File: src/hdl/tbam_pkg.sv
// tbam_pkg: shared types and constants for the tracking box accuracy metrics block
// controller state codes, datapath command and status structs, field widths
// no dependencies
package tbam_pkg;

  localparam int DIST_W = 18;
  localparam int OVL_W = 17;
  localparam int CNT_W = 16;
  localparam int ESUM_W = 34;
  localparam int OSUM_W = 33;
  localparam int FRAC_W = 16;
  localparam logic [DIST_W-1:0] DIST_MAX = 18'h3FFFF;

  // configuration register indexes
  localparam logic [0:0] REG_DIST_THR = 1'b0;
  localparam logic [0:0] REG_OVL_THR = 1'b1;

  typedef enum logic [2:0] {
    MUL_INTER,
    MUL_GAREA,
    MUL_TAREA,
    MUL_DX,
    MUL_DY,
    MUL_THR
  } mul_sel_t;

  typedef enum logic [2:0] {
    DIV_OVL,
    DIV_PREC,
    DIV_SUCC,
    DIV_MERR,
    DIV_MOVL
  } div_sel_t;

  typedef enum logic [4:0] {
    ST_IDLE,
    ST_MUL_INTER,
    ST_MUL_GAREA,
    ST_MUL_TAREA,
    ST_DIV_OVL,
    ST_MUL_DY,
    ST_SQRT,
    ST_WAIT,
    ST_ACCUM,
    ST_PREC_S,
    ST_PREC_W,
    ST_SUCC_S,
    ST_SUCC_W,
    ST_MERR_S,
    ST_MERR_W,
    ST_MOVL_S,
    ST_MOVL_W,
    ST_EMIT
  } state_t;

  typedef struct packed {
    logic     load_in;
    logic     mul_we;
    mul_sel_t mul_sel;
    logic     div_start;
    logic     div_cap;
    div_sel_t div_sel;
    logic     sqrt_start;
    logic     accum;
    logic     emit;
  } dp_cmd_t;

  typedef struct packed {
    logic sqrt_busy;
    logic div_busy;
    logic last;
  } dp_stat_t;

endpackage

File: src/hdl/tracking_box_accuracy_metrics.sv
// tracking_box_accuracy_metrics: per-frame centre error and IoU with running
// tracking statistics; uses tbam_pkg, tbam_ctrl, tbam_dp (tbam_sqrt, tbam_div)
//
// Usage:
//   Input channel (in_valid/in_ready) takes one predicted box and one
//   ground-truth box per transfer, plus final_frame marking the last frame.
//   Output channel (out_valid/out_ready) gives one result per input: centre
//   error, IoU, hit flags and running counts; on a final frame it also gives
//   precision, success rate, mean error and mean IoU, then the statistics clear.
//   Config channel (cfg_valid/cfg_ready, always ready) writes index 0, the
//   distance threshold, or index 1, the overlap threshold; write only while idle.
// Timing:
//   the time of an ordinary frame is set by the bit-serial IoU division, which
//   runs alongside the bit-serial square root; a final frame adds four serial
//   divisions. One item is in work at a time: the next transfer is taken the
//   cycle after the result loads.
// Reset: thresholds go to 320 and 32768, counts and sums clear, no result valid.
// Stall: the result sits in the output register; the next item may be taken
//   meanwhile, and its result waits in the datapath until the register frees.
module tracking_box_accuracy_metrics
  import tbam_pkg::*;
#(
  parameter int COORD_BITS = 13,
  parameter int MAX_FRAMES = 65535
) (
  input  logic                         clk,
  input  logic                         rst,
  input  logic                         cfg_valid,
  output logic                         cfg_ready,
  input  logic [0:0]                   cfg_index,
  input  logic [DIST_W-1:0]            cfg_data,
  input  logic                         in_valid,
  output logic                         in_ready,
  input  logic signed [COORD_BITS-1:0] guess_x,
  input  logic signed [COORD_BITS-1:0] guess_y,
  input  logic [COORD_BITS-2:0]        guess_w,
  input  logic [COORD_BITS-2:0]        guess_h,
  input  logic signed [COORD_BITS-1:0] truth_x,
  input  logic signed [COORD_BITS-1:0] truth_y,
  input  logic [COORD_BITS-2:0]        truth_w,
  input  logic [COORD_BITS-2:0]        truth_h,
  input  logic                         final_frame,
  output logic                         out_valid,
  input  logic                         out_ready,
  output logic [DIST_W-1:0]            centre_error,
  output logic [OVL_W-1:0]             overlap,
  output logic                         near_hit,
  output logic                         overlap_hit,
  output logic [CNT_W-1:0]             frames_seen,
  output logic [CNT_W-1:0]             near_total,
  output logic [CNT_W-1:0]             overlap_total,
  output logic [OVL_W-1:0]             precision_ratio,
  output logic [OVL_W-1:0]             success_ratio,
  output logic [DIST_W-1:0]            mean_centre_error,
  output logic [OVL_W-1:0]             mean_overlap
);

  dp_cmd_t  cmd;
  dp_stat_t stat;

  // registers accept a write in any cycle
  assign cfg_ready = 1'b1;

  tbam_ctrl u_ctrl (
    .clk      (clk),
    .rst      (rst),
    .in_valid (in_valid),
    .in_ready (in_ready),
    .out_valid(out_valid),
    .out_ready(out_ready),
    .stat     (stat),
    .cmd      (cmd)
  );

  tbam_dp #(
    .COORD_BITS(COORD_BITS),
    .MAX_FRAMES(MAX_FRAMES)
  ) u_dp (
    .clk              (clk),
    .rst              (rst),
    .cfg_we           (cfg_valid),
    .cfg_index        (cfg_index),
    .cfg_data         (cfg_data),
    .guess_x          (guess_x),
    .guess_y          (guess_y),
    .guess_w          (guess_w),
    .guess_h          (guess_h),
    .truth_x          (truth_x),
    .truth_y          (truth_y),
    .truth_w          (truth_w),
    .truth_h          (truth_h),
    .final_frame      (final_frame),
    .cmd              (cmd),
    .stat             (stat),
    .centre_error     (centre_error),
    .overlap          (overlap),
    .near_hit         (near_hit),
    .overlap_hit      (overlap_hit),
    .frames_seen      (frames_seen),
    .near_total       (near_total),
    .overlap_total    (overlap_total),
    .precision_ratio  (precision_ratio),
    .success_ratio    (success_ratio),
    .mean_centre_error(mean_centre_error),
    .mean_overlap     (mean_overlap)
  );

endmodule

File: src/hdl/tbam_sqrt.sv
// tbam_sqrt: bit-serial integer square root, one root bit per cycle
// result floor(sqrt(radicand)) once busy falls; no package dependency
module tbam_sqrt #(
  parameter int RADW = 38
) (
  input  logic              clk,
  input  logic              rst,
  input  logic              start,
  input  logic [RADW-1:0]   radicand,
  output logic              busy,
  output logic [RADW/2-1:0] root
);

  localparam int RTW = RADW / 2;
  localparam int CNTW = $clog2(RTW + 1);

  logic [RADW-1:0] rad;
  logic [RTW+1:0]  rem;
  logic [CNTW-1:0] cnt;
  logic [RTW+2:0]  shifted;
  logic [RTW+2:0]  trial;
  logic            ge;

  // restoring step: bring down two bits, try root*4+1
  always_comb begin
    shifted = {rem[RTW:0], rad[RADW-1 -: 2]};
    trial = (RTW+3)'({root, 2'b01});
    ge = shifted >= trial;
  end

  // iteration control
  always_ff @(posedge clk) begin
    if (rst) begin
      busy <= 1'b0;
    end else if (start) begin
      busy <= 1'b1;
    end else if (busy && cnt == CNTW'(1)) begin
      busy <= 1'b0;
    end
  end

  // working registers
  always_ff @(posedge clk) begin
    if (start) begin
      rad <= radicand;
      rem <= '0;
      root <= '0;
      cnt <= CNTW'(RTW);
    end else if (busy) begin
      rad <= rad << 2;
      rem <= ge ? (RTW+2)'(shifted - trial) : shifted[RTW+1:0];
      root <= {root[RTW-2:0], ge};
      cnt <= cnt - CNTW'(1);
    end
  end

endmodule

File: src/hdl/tbam_div.sv
// tbam_div: restoring divider, one quotient bit per cycle
// numerator is left-aligned, iters sets the quotient length; no package dependency
module tbam_div #(
  parameter int NW = 40,
  parameter int DW = 25,
  parameter int QW = 18,
  parameter int CW = 6
) (
  input  logic          clk,
  input  logic          rst,
  input  logic          start,
  input  logic [NW-1:0] num,
  input  logic [CW-1:0] iters,
  input  logic [DW-1:0] den,
  output logic          busy,
  output logic [QW-1:0] quot
);

  logic [NW-1:0] num_r;
  logic [DW-1:0] den_r;
  logic [DW-1:0] rem;
  logic [CW-1:0] cnt;
  logic [DW:0]   shifted;
  logic          ge;

  // compare partial remainder against divisor
  always_comb begin
    shifted = {rem, num_r[NW-1]};
    ge = shifted >= {1'b0, den_r};
  end

  // iteration control
  always_ff @(posedge clk) begin
    if (rst) begin
      busy <= 1'b0;
    end else if (start) begin
      busy <= 1'b1;
    end else if (busy && cnt == CW'(1)) begin
      busy <= 1'b0;
    end
  end

  // working registers
  always_ff @(posedge clk) begin
    if (start) begin
      num_r <= num;
      den_r <= den;
      rem <= '0;
      quot <= '0;
      cnt <= iters;
    end else if (busy) begin
      num_r <= num_r << 1;
      rem <= ge ? DW'(shifted - {1'b0, den_r}) : shifted[DW-1:0];
      quot <= {quot[QW-2:0], ge};
      cnt <= cnt - CW'(1);
    end
  end

endmodule

File: src/hdl/tbam_dp.sv
// tbam_dp: datapath with shared multiplier, square root and divider units,
// accumulators, threshold registers and the output register; uses tbam_pkg,
// tbam_sqrt and tbam_div
module tbam_dp
  import tbam_pkg::*;
#(
  parameter int COORD_BITS = 13,
  parameter int MAX_FRAMES = 65535
) (
  input  logic                         clk,
  input  logic                         rst,
  input  logic                         cfg_we,
  input  logic [0:0]                   cfg_index,
  input  logic [DIST_W-1:0]            cfg_data,
  input  logic signed [COORD_BITS-1:0] guess_x,
  input  logic signed [COORD_BITS-1:0] guess_y,
  input  logic [COORD_BITS-2:0]        guess_w,
  input  logic [COORD_BITS-2:0]        guess_h,
  input  logic signed [COORD_BITS-1:0] truth_x,
  input  logic signed [COORD_BITS-1:0] truth_y,
  input  logic [COORD_BITS-2:0]        truth_w,
  input  logic [COORD_BITS-2:0]        truth_h,
  input  logic                         final_frame,
  input  dp_cmd_t                      cmd,
  output dp_stat_t                     stat,
  output logic [DIST_W-1:0]            centre_error,
  output logic [OVL_W-1:0]             overlap,
  output logic                         near_hit,
  output logic                         overlap_hit,
  output logic [CNT_W-1:0]             frames_seen,
  output logic [CNT_W-1:0]             near_total,
  output logic [CNT_W-1:0]             overlap_total,
  output logic [OVL_W-1:0]             precision_ratio,
  output logic [OVL_W-1:0]             success_ratio,
  output logic [DIST_W-1:0]            mean_centre_error,
  output logic [OVL_W-1:0]             mean_overlap
);

  localparam int C = COORD_BITS;
  localparam int SW = C - 1;
  localparam int DXW = C + 3;
  localparam int AW = C + 2;
  localparam int MW = (AW > DIST_W) ? AW : DIST_W;
  localparam int PW = 2 * MW;
  localparam int IW = 2 * SW;
  localparam int DSW = 2 * AW;
  localparam int SQE = 2 * C + 12;
  localparam int RTW = SQE / 2;
  localparam int UW = IW + 1;
  localparam int DVW = (UW > CNT_W) ? UW : CNT_W;
  localparam int NW = (IW + FRAC_W > ESUM_W) ? IW + FRAC_W : ESUM_W;
  localparam int CW = $clog2(NW + 1);
  localparam int CNT_MAX = (MAX_FRAMES < 65535) ? MAX_FRAMES : 65535;

  // thresholds
  logic [DIST_W-1:0] dist_thr;
  logic [OVL_W-1:0]  ovl_thr;

  // captured item
  logic [SW-1:0] gw, gh, tw, th, spx, spy;
  logic [AW-1:0] dxa, dya;
  logic          last;

  // products
  logic [IW-1:0]       inter, garea, tarea;
  logic [DSW-1:0]      sx, sy;
  logic [2*DIST_W-1:0] thr2;

  // per-frame results
  logic [OVL_W-1:0]  ovl_r;
  logic [DIST_W-1:0] dist_r;
  logic              near_r, ohit_r;
  logic [OVL_W-1:0]  prec_r, succ_r, movl_r;
  logic [DIST_W-1:0] merr_r;

  // accumulators
  logic [CNT_W-1:0]  frame_count, near_count, overlap_count;
  logic [ESUM_W-1:0] error_sum;
  logic [OSUM_W-1:0] overlap_sum;

  logic signed [DXW-1:0] gcx, tcx, gcy, tcy, dx_c, dy_c;
  logic [MW-1:0]         mul_a, mul_b;
  logic [PW-1:0]         prod;
  logic [UW-1:0]         uni;
  logic [SQE-1:0]        sq;
  logic [RTW-1:0]        root;
  logic                  sqrt_busy, div_busy;
  logic [NW-1:0]         div_num;
  logic [CW-1:0]         div_iters;
  logic [DVW-1:0]        div_den;
  logic [DIST_W-1:0]     div_quot;
  logic [DIST_W-1:0]     dist_c;
  logic                  near_c, ohit_c;
  logic [ESUM_W:0]       esum_add;
  logic [OSUM_W:0]       osum_add;

  // overlap of two half-open intervals
  function automatic logic [SW-1:0] span_f(input logic signed [C-1:0] a,
                                           input logic [SW-1:0] aw,
                                           input logic signed [C-1:0] b,
                                           input logic [SW-1:0] bw);
    logic signed [C:0]   a_lo, a_hi, b_lo, b_hi, lo, hi;
    logic signed [C+1:0] d;
    a_lo = (C+1)'(a);
    b_lo = (C+1)'(b);
    a_hi = a_lo + signed'((C+1)'(aw));
    b_hi = b_lo + signed'((C+1)'(bw));
    lo = (a_lo > b_lo) ? a_lo : b_lo;
    hi = (a_hi < b_hi) ? a_hi : b_hi;
    d = (C+2)'(hi) - (C+2)'(lo);
    return (hi > lo) ? SW'(d) : '0;
  endfunction

  // doubled centre differences
  always_comb begin
    gcx = (DXW'(guess_x) <<< 1) + signed'(DXW'(guess_w));
    tcx = (DXW'(truth_x) <<< 1) + signed'(DXW'(truth_w));
    gcy = (DXW'(guess_y) <<< 1) + signed'(DXW'(guess_h));
    tcy = (DXW'(truth_y) <<< 1) + signed'(DXW'(truth_h));
    dx_c = gcx - tcx;
    dy_c = gcy - tcy;
  end

  // input capture
  always_ff @(posedge clk) begin
    if (cmd.load_in) begin
      gw <= guess_w;
      gh <= guess_h;
      tw <= truth_w;
      th <= truth_h;
      spx <= span_f(guess_x, guess_w, truth_x, truth_w);
      spy <= span_f(guess_y, guess_h, truth_y, truth_h);
      dxa <= dx_c[DXW-1] ? AW'(-dx_c) : AW'(dx_c);
      dya <= dy_c[DXW-1] ? AW'(-dy_c) : AW'(dy_c);
      last <= final_frame;
    end
  end

  // shared multiplier operand select
  always_comb begin
    case (cmd.mul_sel)
      MUL_INTER: begin mul_a = MW'(spx); mul_b = MW'(spy); end
      MUL_GAREA: begin mul_a = MW'(gw); mul_b = MW'(gh); end
      MUL_TAREA: begin mul_a = MW'(tw); mul_b = MW'(th); end
      MUL_DX:    begin mul_a = MW'(dxa); mul_b = MW'(dxa); end
      MUL_DY:    begin mul_a = MW'(dya); mul_b = MW'(dya); end
      MUL_THR:   begin mul_a = MW'(dist_thr); mul_b = MW'(dist_thr); end
      default:   begin mul_a = '0; mul_b = '0; end
    endcase
    prod = mul_a * mul_b;
  end

  // product registers
  always_ff @(posedge clk) begin
    if (cmd.mul_we) begin
      case (cmd.mul_sel)
        MUL_INTER: inter <= prod[IW-1:0];
        MUL_GAREA: garea <= prod[IW-1:0];
        MUL_TAREA: tarea <= prod[IW-1:0];
        MUL_DX:    sx <= prod[DSW-1:0];
        MUL_DY:    sy <= prod[DSW-1:0];
        MUL_THR:   thr2 <= prod[2*DIST_W-1:0];
        default:   ;
      endcase
    end
  end

  // union area and squared scaled distance
  always_comb begin
    uni = UW'(garea) + UW'(tarea) - UW'(inter);
    sq = (SQE'(sx) + SQE'(sy)) << 6;
  end

  tbam_sqrt #(
    .RADW(SQE)
  ) u_sqrt (
    .clk     (clk),
    .rst     (rst),
    .start   (cmd.sqrt_start),
    .radicand(sq),
    .busy    (sqrt_busy),
    .root    (root)
  );

  // divider operand select, numerators left-aligned
  always_comb begin
    case (cmd.div_sel)
      DIV_OVL: begin
        div_num = NW'({inter, 16'h0}) << (NW - IW - FRAC_W);
        div_iters = CW'(IW + FRAC_W);
        div_den = DVW'(uni);
      end
      DIV_PREC: begin
        div_num = NW'({near_count, 16'h0}) << (NW - CNT_W - FRAC_W);
        div_iters = CW'(CNT_W + FRAC_W);
        div_den = DVW'(frame_count);
      end
      DIV_SUCC: begin
        div_num = NW'({overlap_count, 16'h0}) << (NW - CNT_W - FRAC_W);
        div_iters = CW'(CNT_W + FRAC_W);
        div_den = DVW'(frame_count);
      end
      DIV_MERR: begin
        div_num = NW'(error_sum) << (NW - ESUM_W);
        div_iters = CW'(ESUM_W);
        div_den = DVW'(frame_count);
      end
      DIV_MOVL: begin
        div_num = NW'(overlap_sum) << (NW - OSUM_W);
        div_iters = CW'(OSUM_W);
        div_den = DVW'(frame_count);
      end
      default: begin
        div_num = '0;
        div_iters = '0;
        div_den = '0;
      end
    endcase
  end

  tbam_div #(
    .NW(NW),
    .DW(DVW),
    .QW(DIST_W),
    .CW(CW)
  ) u_div (
    .clk  (clk),
    .rst  (rst),
    .start(cmd.div_start),
    .num  (div_num),
    .iters(div_iters),
    .den  (div_den),
    .busy (div_busy),
    .quot (div_quot)
  );

  // quotient capture
  always_ff @(posedge clk) begin
    if (cmd.div_cap) begin
      case (cmd.div_sel)
        DIV_OVL:  ovl_r <= (uni == '0) ? '0 : div_quot[OVL_W-1:0];
        DIV_PREC: prec_r <= div_quot[OVL_W-1:0];
        DIV_SUCC: succ_r <= div_quot[OVL_W-1:0];
        DIV_MERR: merr_r <= div_quot;
        DIV_MOVL: movl_r <= div_quot[OVL_W-1:0];
        default:  ;
      endcase
    end
  end

  // per-frame decisions and saturating sums
  always_comb begin
    dist_c = (32'(root) > 32'(DIST_MAX)) ? DIST_MAX : DIST_W'(root);
    near_c = 64'(sq) <= 64'(thr2);
    ohit_c = ovl_r >= ovl_thr;
    esum_add = (ESUM_W+1)'(error_sum) + (ESUM_W+1)'(dist_c);
    osum_add = (OSUM_W+1)'(overlap_sum) + (OSUM_W+1)'(ovl_r);
  end

  always_ff @(posedge clk) begin
    if (cmd.accum) begin
      dist_r <= dist_c;
      near_r <= near_c;
      ohit_r <= ohit_c;
    end
  end

  // thresholds and accumulators
  always_ff @(posedge clk) begin
    if (rst) begin
      dist_thr <= DIST_W'(320);
      ovl_thr <= OVL_W'(32768);
      frame_count <= '0;
      near_count <= '0;
      overlap_count <= '0;
      error_sum <= '0;
      overlap_sum <= '0;
    end else begin
      if (cfg_we) begin
        unique case (cfg_index)
          REG_DIST_THR: dist_thr <= cfg_data;
          REG_OVL_THR:  ovl_thr <= cfg_data[OVL_W-1:0];
          default:      ;
        endcase
      end
      if (cmd.accum && frame_count < CNT_W'(CNT_MAX)) begin
        frame_count <= frame_count + CNT_W'(1);
        if (near_c) near_count <= near_count + CNT_W'(1);
        if (ohit_c) overlap_count <= overlap_count + CNT_W'(1);
        error_sum <= esum_add[ESUM_W] ? '1 : esum_add[ESUM_W-1:0];
        overlap_sum <= osum_add[OSUM_W] ? '1 : osum_add[OSUM_W-1:0];
      end
      if (cmd.emit && last) begin
        frame_count <= '0;
        near_count <= '0;
        overlap_count <= '0;
        error_sum <= '0;
        overlap_sum <= '0;
      end
    end
  end

  // output register
  always_ff @(posedge clk) begin
    if (cmd.emit) begin
      centre_error <= dist_r;
      overlap <= ovl_r;
      near_hit <= near_r;
      overlap_hit <= ohit_r;
      frames_seen <= frame_count;
      near_total <= near_count;
      overlap_total <= overlap_count;
      precision_ratio <= last ? prec_r : '0;
      success_ratio <= last ? succ_r : '0;
      mean_centre_error <= last ? merr_r : '0;
      mean_overlap <= last ? movl_r : '0;
    end
  end

  assign stat.sqrt_busy = sqrt_busy;
  assign stat.div_busy = div_busy;
  assign stat.last = last;

endmodule

File: src/hdl/tbam_ctrl.sv
// tbam_ctrl: sequencing state machine, input/output handshakes
// drives dp_cmd_t into the datapath; uses tbam_pkg
module tbam_ctrl
  import tbam_pkg::*;
(
  input  logic     clk,
  input  logic     rst,
  input  logic     in_valid,
  output logic     in_ready,
  output logic     out_valid,
  input  logic     out_ready,
  input  dp_stat_t stat,
  output dp_cmd_t  cmd
);

  state_t state, state_next;
  logic   slot_free;

  assign slot_free = !out_valid || out_ready;

  // state register and output valid
  always_ff @(posedge clk) begin
    if (rst) begin
      state <= ST_IDLE;
      out_valid <= 1'b0;
    end else begin
      state <= state_next;
      if (cmd.emit) begin
        out_valid <= 1'b1;
      end else if (out_ready) begin
        out_valid <= 1'b0;
      end
    end
  end

  // next state
  always_comb begin
    state_next = state;
    unique case (state)
      ST_IDLE:      if (in_valid) state_next = ST_MUL_INTER;
      ST_MUL_INTER: state_next = ST_MUL_GAREA;
      ST_MUL_GAREA: state_next = ST_MUL_TAREA;
      ST_MUL_TAREA: state_next = ST_DIV_OVL;
      ST_DIV_OVL:   state_next = ST_MUL_DY;
      ST_MUL_DY:    state_next = ST_SQRT;
      ST_SQRT:      state_next = ST_WAIT;
      ST_WAIT:      if (!stat.sqrt_busy && !stat.div_busy) state_next = ST_ACCUM;
      ST_ACCUM:     state_next = stat.last ? ST_PREC_S : ST_EMIT;
      ST_PREC_S:    state_next = ST_PREC_W;
      ST_PREC_W:    if (!stat.div_busy) state_next = ST_SUCC_S;
      ST_SUCC_S:    state_next = ST_SUCC_W;
      ST_SUCC_W:    if (!stat.div_busy) state_next = ST_MERR_S;
      ST_MERR_S:    state_next = ST_MERR_W;
      ST_MERR_W:    if (!stat.div_busy) state_next = ST_MOVL_S;
      ST_MOVL_S:    state_next = ST_MOVL_W;
      ST_MOVL_W:    if (!stat.div_busy) state_next = ST_EMIT;
      ST_EMIT:      if (slot_free) state_next = ST_IDLE;
      default:      state_next = ST_IDLE;
    endcase
  end

  // commands
  always_comb begin
    cmd = '0;
    in_ready = 1'b0;
    unique case (state)
      ST_IDLE: begin
        in_ready = 1'b1;
        cmd.load_in = in_valid;
      end
      ST_MUL_INTER: begin
        cmd.mul_we = 1'b1;
        cmd.mul_sel = MUL_INTER;
      end
      ST_MUL_GAREA: begin
        cmd.mul_we = 1'b1;
        cmd.mul_sel = MUL_GAREA;
      end
      ST_MUL_TAREA: begin
        cmd.mul_we = 1'b1;
        cmd.mul_sel = MUL_TAREA;
      end
      ST_DIV_OVL: begin
        cmd.div_start = 1'b1;
        cmd.div_sel = DIV_OVL;
        cmd.mul_we = 1'b1;
        cmd.mul_sel = MUL_DX;
      end
      ST_MUL_DY: begin
        cmd.mul_we = 1'b1;
        cmd.mul_sel = MUL_DY;
      end
      ST_SQRT: begin
        cmd.sqrt_start = 1'b1;
        cmd.mul_we = 1'b1;
        cmd.mul_sel = MUL_THR;
      end
      ST_WAIT: begin
        cmd.div_sel = DIV_OVL;
        cmd.div_cap = !stat.sqrt_busy && !stat.div_busy;
      end
      ST_ACCUM: cmd.accum = 1'b1;
      ST_PREC_S: begin
        cmd.div_start = 1'b1;
        cmd.div_sel = DIV_PREC;
      end
      ST_PREC_W: begin
        cmd.div_sel = DIV_PREC;
        cmd.div_cap = !stat.div_busy;
      end
      ST_SUCC_S: begin
        cmd.div_start = 1'b1;
        cmd.div_sel = DIV_SUCC;
      end
      ST_SUCC_W: begin
        cmd.div_sel = DIV_SUCC;
        cmd.div_cap = !stat.div_busy;
      end
      ST_MERR_S: begin
        cmd.div_start = 1'b1;
        cmd.div_sel = DIV_MERR;
      end
      ST_MERR_W: begin
        cmd.div_sel = DIV_MERR;
        cmd.div_cap = !stat.div_busy;
      end
      ST_MOVL_S: begin
        cmd.div_start = 1'b1;
        cmd.div_sel = DIV_MOVL;
      end
      ST_MOVL_W: begin
        cmd.div_sel = DIV_MOVL;
        cmd.div_cap = !stat.div_busy;
      end
      ST_EMIT: cmd.emit = slot_free;
      default: ;
    endcase
  end

endmodule
File: config.mk
export PLATFORM = sky130hd
export DESIGN_NAME = tracking_box_accuracy_metrics
export DESIGN_NICKNAME = d
export VERILOG_FILES = /design/src/hdl/tbam_pkg.sv /design/src/hdl/tracking_box_accuracy_metrics.sv /design/src/hdl/tbam_sqrt.sv /design/src/hdl/tbam_div.sv /design/src/hdl/tbam_dp.sv /design/src/hdl/tbam_ctrl.sv
export SDC_FILE = /design/constraint.sdc
export NUM_CORES = 2
export LEC_CHECK = 0
export ABC_CLOCK_PERIOD_IN_PS = 11700
export BUFFER_PORTS_ARGS = -buffer_cell sky130_fd_sc_hd__buf_4
export CAP_MARGIN = 20
export CORE_MARGIN = 3
export CORE_UTILIZATION = 63
export DETAILED_ROUTE_END_ITERATION = 12
export GPL_ROUTABILITY_DRIVEN = 0
export PLACE_DENSITY = 0.81
export SETUP_SLACK_MARGIN = 0.3
export SYNTH_ARGS = -nofsm -noshare
export SYNTH_HDL_FRONTEND = slang
export SYNTH_HIERARCHICAL = 1
export SYNTH_SLANG_ARGS = --single-unit
File: constraint.sdc
create_clock -name clk -period 11.7 [get_ports clk]
set_input_delay 2.34 -clock clk [delete_from_list [all_inputs] [get_ports clk]]
set_output_delay 2.34 -clock clk [all_outputs]
set_load 0.02 [all_outputs]
Word-level counts from Yosys, hierarchy flattened
Cells that the tools add are included.
{ "classes": {"addsub": 26, "mul": 1, "div": 0, "magnitude_cmp": 12, "eq_ne": 35, "shifts": 0, "mux": 46, "bitwise": 1, "reduce_logical": 43} }
{ "op_table": {"columns": ["operator", "n"], "rows": [
  ["case mux 18 bit (6 select lines)", 2],
  ["case mux 40 bit (5 select lines)", 1],
  ["case mux 5 bit (18 select lines)", 1],
  ["two-way mux 40 bit", 2],
  ["two-way mux 38 bit", 2],
  ["adder 14 x 13 -> 15 bit", 4],
  ["adder 13 x 13 -> 14 bit", 4],
  ["two-way mux 14 bit", 4],
  ["case mux 25 bit (2 select lines)", 1],
  ["adder 16 x 1 -> 16 bit, second input constant", 3],
  ["equality test 5 x 4 -> 1 bit, second input constant", 8],
  ["two-way mux 5 bit", 8],
  ["<= comparator 38 x 36 -> 1 bit", 1],
  ["multiplier 18 x 18 -> 36 bit", 1],
  ["adder 34 x 18 -> 35 bit", 1],
  ["adder 33 x 17 -> 34 bit", 1],
  ["two-way mux 34 bit", 1],
  ["two-way mux 33 bit", 1],
  ["subtractor 15 x 15 -> 16 bit", 2],
  ["adder 30 x 30 -> 31 bit", 1],
  ["two-way mux 15 bit", 2],
  ["negation 15 bit", 2],
  ["AND reduction 2 bit", 15],
  ["greater-than comparator 14 bit", 2],
  ["45 further kinds", 94]
]} }
{ "totals": {"regBits": 879, "latchBits": 0, "ram_bits": 0, "rom_bits": 0, "inputBits": 125, "output_inout_bits": 157, "word_cells": 218, "mem_count": 0} }

Depth between registers and ports, before layout
{ "depth": {"word_depth": 7, "mapped_depth": 36, "mapped_depth_nobuf": 33} }

Modules after synthesis
Netlist, hierarchy kept.
{ "by_module_without_submodules": {"columns": ["module", "n_inst", "cells_each", "area_per_inst_um2", "seq_area_each_um2"], "rows": [
  ["tbam_dp", 1, 4778, 48926.9, 18948.2],
  ["tbam_div", 1, 523, 5884.4, 3012.9],
  ["tbam_sqrt", 1, 455, 4675.7, 2042.0],
  ["tbam_ctrl", 1, 85, 621.8, 120.1],
  ["tracking_box_accuracy_metrics", 1, 2, 11.3, 0.0]
]} }

Least setup slack after synthesis
No wires, ideal clock.
{ "synth_path": {"kind": "input -> register", "start": "input port out_ready", "end": "register u_dp.overlap_count[6]", "setup_ns": 0.116, "t_arrival_ns": 10.687, "required_ns": 11.584, "path_slack_ns": 0.897, "path_stages": 7, "n_path_buf": 1, "cell_sequence": "nor2b_1 > nor2_1 > a21oi_1 > clkbuf_1 > nand2_1 > a31oi_1 > a41o_1"} }
{ "synth_lines": {"columns": ["element", "line_no", "source"], "rows": [
  ["from (decl)", "tracking_box_accuracy_metrics.sv:44", "input logic out_ready,"],
  ["to (signal assigned)", "tbam_dp.sv:289", "if (ohit_c) overlap_count <= overlap_count + CNT_W'(1);"],
  ["to (decl)", "tbam_dp.sv:77", "logic [CNT_W-1:0] frame_count, near_count, overlap_count;"]
]} }

==> out/qor.txt <==
Status - finished, final reports clean
IO Port Bufs - 280
Final HPWL DP - 116000 um
Die height - 315 um
Hold Path End - u_dp/centre_error[15]
Post-synth top flop - edfxtp_1
Drt pass-1 iters - 8
CTS Root Cell - clkbuf_16
Hold Fails Final Rpt - 0
CTS tree - done
Crit path DAT - 10610 ps
Postcts setup bufs - 0
Final clock skew - 30.1 ps
Register area share after synthesis - 0.401
Seq cells post-synth - 885
Chip width - 315 um
Most frequent cells in the layout - inv_1, edfxtp_1, nor2_1
Worst stage delay on the critical path - 840 ps
Crit path from - u_ctrl/state[0]
# rows - 112
Commonest non-fill, non-tap cell in the layout - inv_1
Cells after Synth - 5843
Gr ovfl total - 0
Worst skew pair latency - 670 ps
Most frequent CP cell - fa_1
Max cap viols - 0
Fmax - 97.4 MHz
Worst-path clk slew - 60 ps
Worst R2R Path Depth - 26
Layout area overhead - 10.9%
Vias in the first global route - 44815
Die footprint - 99200 um2
Drt total wl - 154000 um
Post-synth EDFFs - 640
CTS buffer count - 89
Worst min-delay path class - reg2reg
CP Buf/Inv Count - 4
RSZ-0062 raised after global routing - no
DRT antenna net count - 0
CP Class - reg2reg
Residual DRC - 0
Worst path top cell family by delay - adder cells
Largest family of logic cells by synthesized area - adder cells
Largest net degree at the start of global routing - 85
Total GRT Usage - 0.311
Multi-input logic area - 32700 um2
Seq. cell area - 24100 um2
Yosys warnings - 6
Minimum clock period - 10270 ps
Final WS setup - 1430 ps
Synth Area in Simple Gates - 0.129
Measured slew at the worst slew-check pin - 1080 ps
Slew Limit Headroom - 0.283
Asr flop ratio synth - 0
Syn Area/Cell - 10.3 um2
Worst Path Required - 12050 ps
Distinct cells, synth - 103
Initial drt markers - 4508
Drt wl/cell - 20.8 um
Setup crit end kind - register
Compound-cell area share of the yosys netlist - 0.122
XOR/XNOR share of the synthesized area - 0.0421
Critical path's slowest cell - nor2_1
Layout cells sized above 1 - 0.112
Setup TNS - 0 ps
Nets@finish - 7007
RR Endpoint - u_dp/garea[23]
Clock Path Buffers - 3
CTS resizes - 0
Reg2reg setup slack - 1430 ps
Core Util, Final - 0.709
CP max FO - 21
Core ar. - 94000 um2
Initial core utilization - 0.639
Tcrit/Tclk final - 0.877
Antenna violations before repair - 2
Vias per inst - 6.08
Global-route wire length before repair - 243000 um
Fill count - 6562
Adder-cell share of the synthesized area - 0.205
Post-Syn Area - 60100 um2
Hold_buf cts - 0
Worst flop-to-flop path startpoint - u_ctrl/state[0]
H-tree depth - 3
Post-synthesis mux area share - 0.0429
Routed via count - 45137
CP Launch Type - register
Io pins - 282
Hold Path Depth - 0
Worst min-delay path startpoint - u_dp/dist_r[15]
Clk sinks - 885
Max-slew violations - 0
Setup-failing EPs final - 0
Worst slack, placed - 1010 ps
==> cell families after synthesis <==
kind of cell    Yosys count
other cells               2
flops                   885
fa+ha+maj               792
xor+xnor                289
buf+inv                 896
simple gates           1615
mux                     245
compound gates         1119
==> registers in the layout, indices dropped and copies added (netlist names), 30 cells and up <==
signal	cells
u_dp/thr2	36
u_dp/u_div/num_r	40
u_dp/sx	30
u_dp/error_sum	34
u_dp/u_sqrt/rad	38
u_dp/overlap_sum	33
u_dp/sy	30
==> worst max-delay path by stage <==
stage | endpoint | slack, ps | cells past startpoint
floorplan | u_dp/overlap_count[6] | 900 | 7
global placement | u_dp/spy[3] | 1350 | 32
detailed placement | u_dp/spy[3] | 1010 | 34
CTS | u_dp/garea[23] | 1580 | 27
global route | u_dp/inter[23] | 790 | 27
finish | u_dp/garea[23] | 1430 | 26
==> metal layers <==
layer	part of all wire	GRT usage	vias to the layer above
li1	-	-	20835
met1	0.39	0.403	21763
met2	0.48	0.519	2087
met3	0.081	0.0493	452
met4	0.049	0.134	0
met5	0	0	-
==> layout make-up <==
type / count / area share
antenna: 1 / 0.0000375
clock buffer: 104 / 0.0353
clock inverter: 62 / 0.0105
inverter: 703 / 0.0396
multi-input combinational: 4076 / 0.491
sequential: 885 / 0.362
tap: 1254 / 0.0235
timing repair buffer: 335 / 0.0386
==> cells in the mapped netlist, types with 10 or more instances <==
| cell type | count | share of area |
|---|---|---|
| inv_1 | 699 | 0.044 |
| edfxtp_1 | 640 | 0.32 |
| nor2_1 | 523 | 0.033 |
| ha_1 | 468 | 0.097 |
| nand2_1 | 412 | 0.026 |
| fa_1 | 324 | 0.11 |
| a21oi_1 | 299 | 0.025 |
| dfxtp_1 | 245 | 0.082 |
| o21ai_0 | 239 | 0.020 |
| xnor2_1 | 178 | 0.026 |
| mux2i_1 | 154 | 0.026 |
| clkbuf_1 | 149 | 0.0093 |
| and2_1 | 117 | 0.012 |
| xor2_1 | 111 | 0.016 |
| nor3_1 | 106 | 0.0088 |
| a21o_1 | 103 | 0.013 |
| nand3_1 | 93 | 0.0077 |
| mux2_2 | 86 | 0.016 |
| o21a_1 | 60 | 0.0075 |
| and3_1 | 53 | 0.0055 |
| nor2b_1 | 48 | 0.0050 |
| nand2b_1 | 47 | 0.0049 |
| a211oi_1 | 46 | 0.0057 |
| or2_2 | 45 | 0.0047 |
| a31oi_1 | 39 | 0.0041 |
| nand4_1 | 39 | 0.0041 |
| o211ai_1 | 39 | 0.0049 |
| o21ai_1 | 30 | 0.0025 |
| o21bai_1 | 29 | 0.0036 |
| or3_1 | 29 | 0.0030 |
| a22o_1 | 24 | 0.0035 |
| nor4_1 | 24 | 0.0025 |
| a221o_1 | 20 | 0.0033 |
| a311oi_1 | 19 | 0.0028 |
| buf_1 | 19 | 0.0012 |
| a211o_1 | 16 | 0.0023 |
| buf_2 | 14 | 0.0012 |
| o31ai_1 | 13 | 0.0016 |
| nand3b_1 | 12 | 0.0015 |
| and4_1 | 11 | 0.0016 |
| or4_1 | 11 | 0.0014 |
| nor3b_1 | 10 | 0.0012 |
==> metrics by stage <==
step / hold WS (ps) / cell area [um2] / std cells
floorplan: 400 / 60200 / 5857
global placement: 402 / 63500 / 7244
detailed placement: 405 / 63500 / 7244
CTS: 418 / 66600 / 7410
global route: 424 / 66700 / 7420
finish: 417 / 66700 / 7420
Power is not shown: default switching activity piles up to over one toggle a cycle in this logic, so the estimate is an artifact.
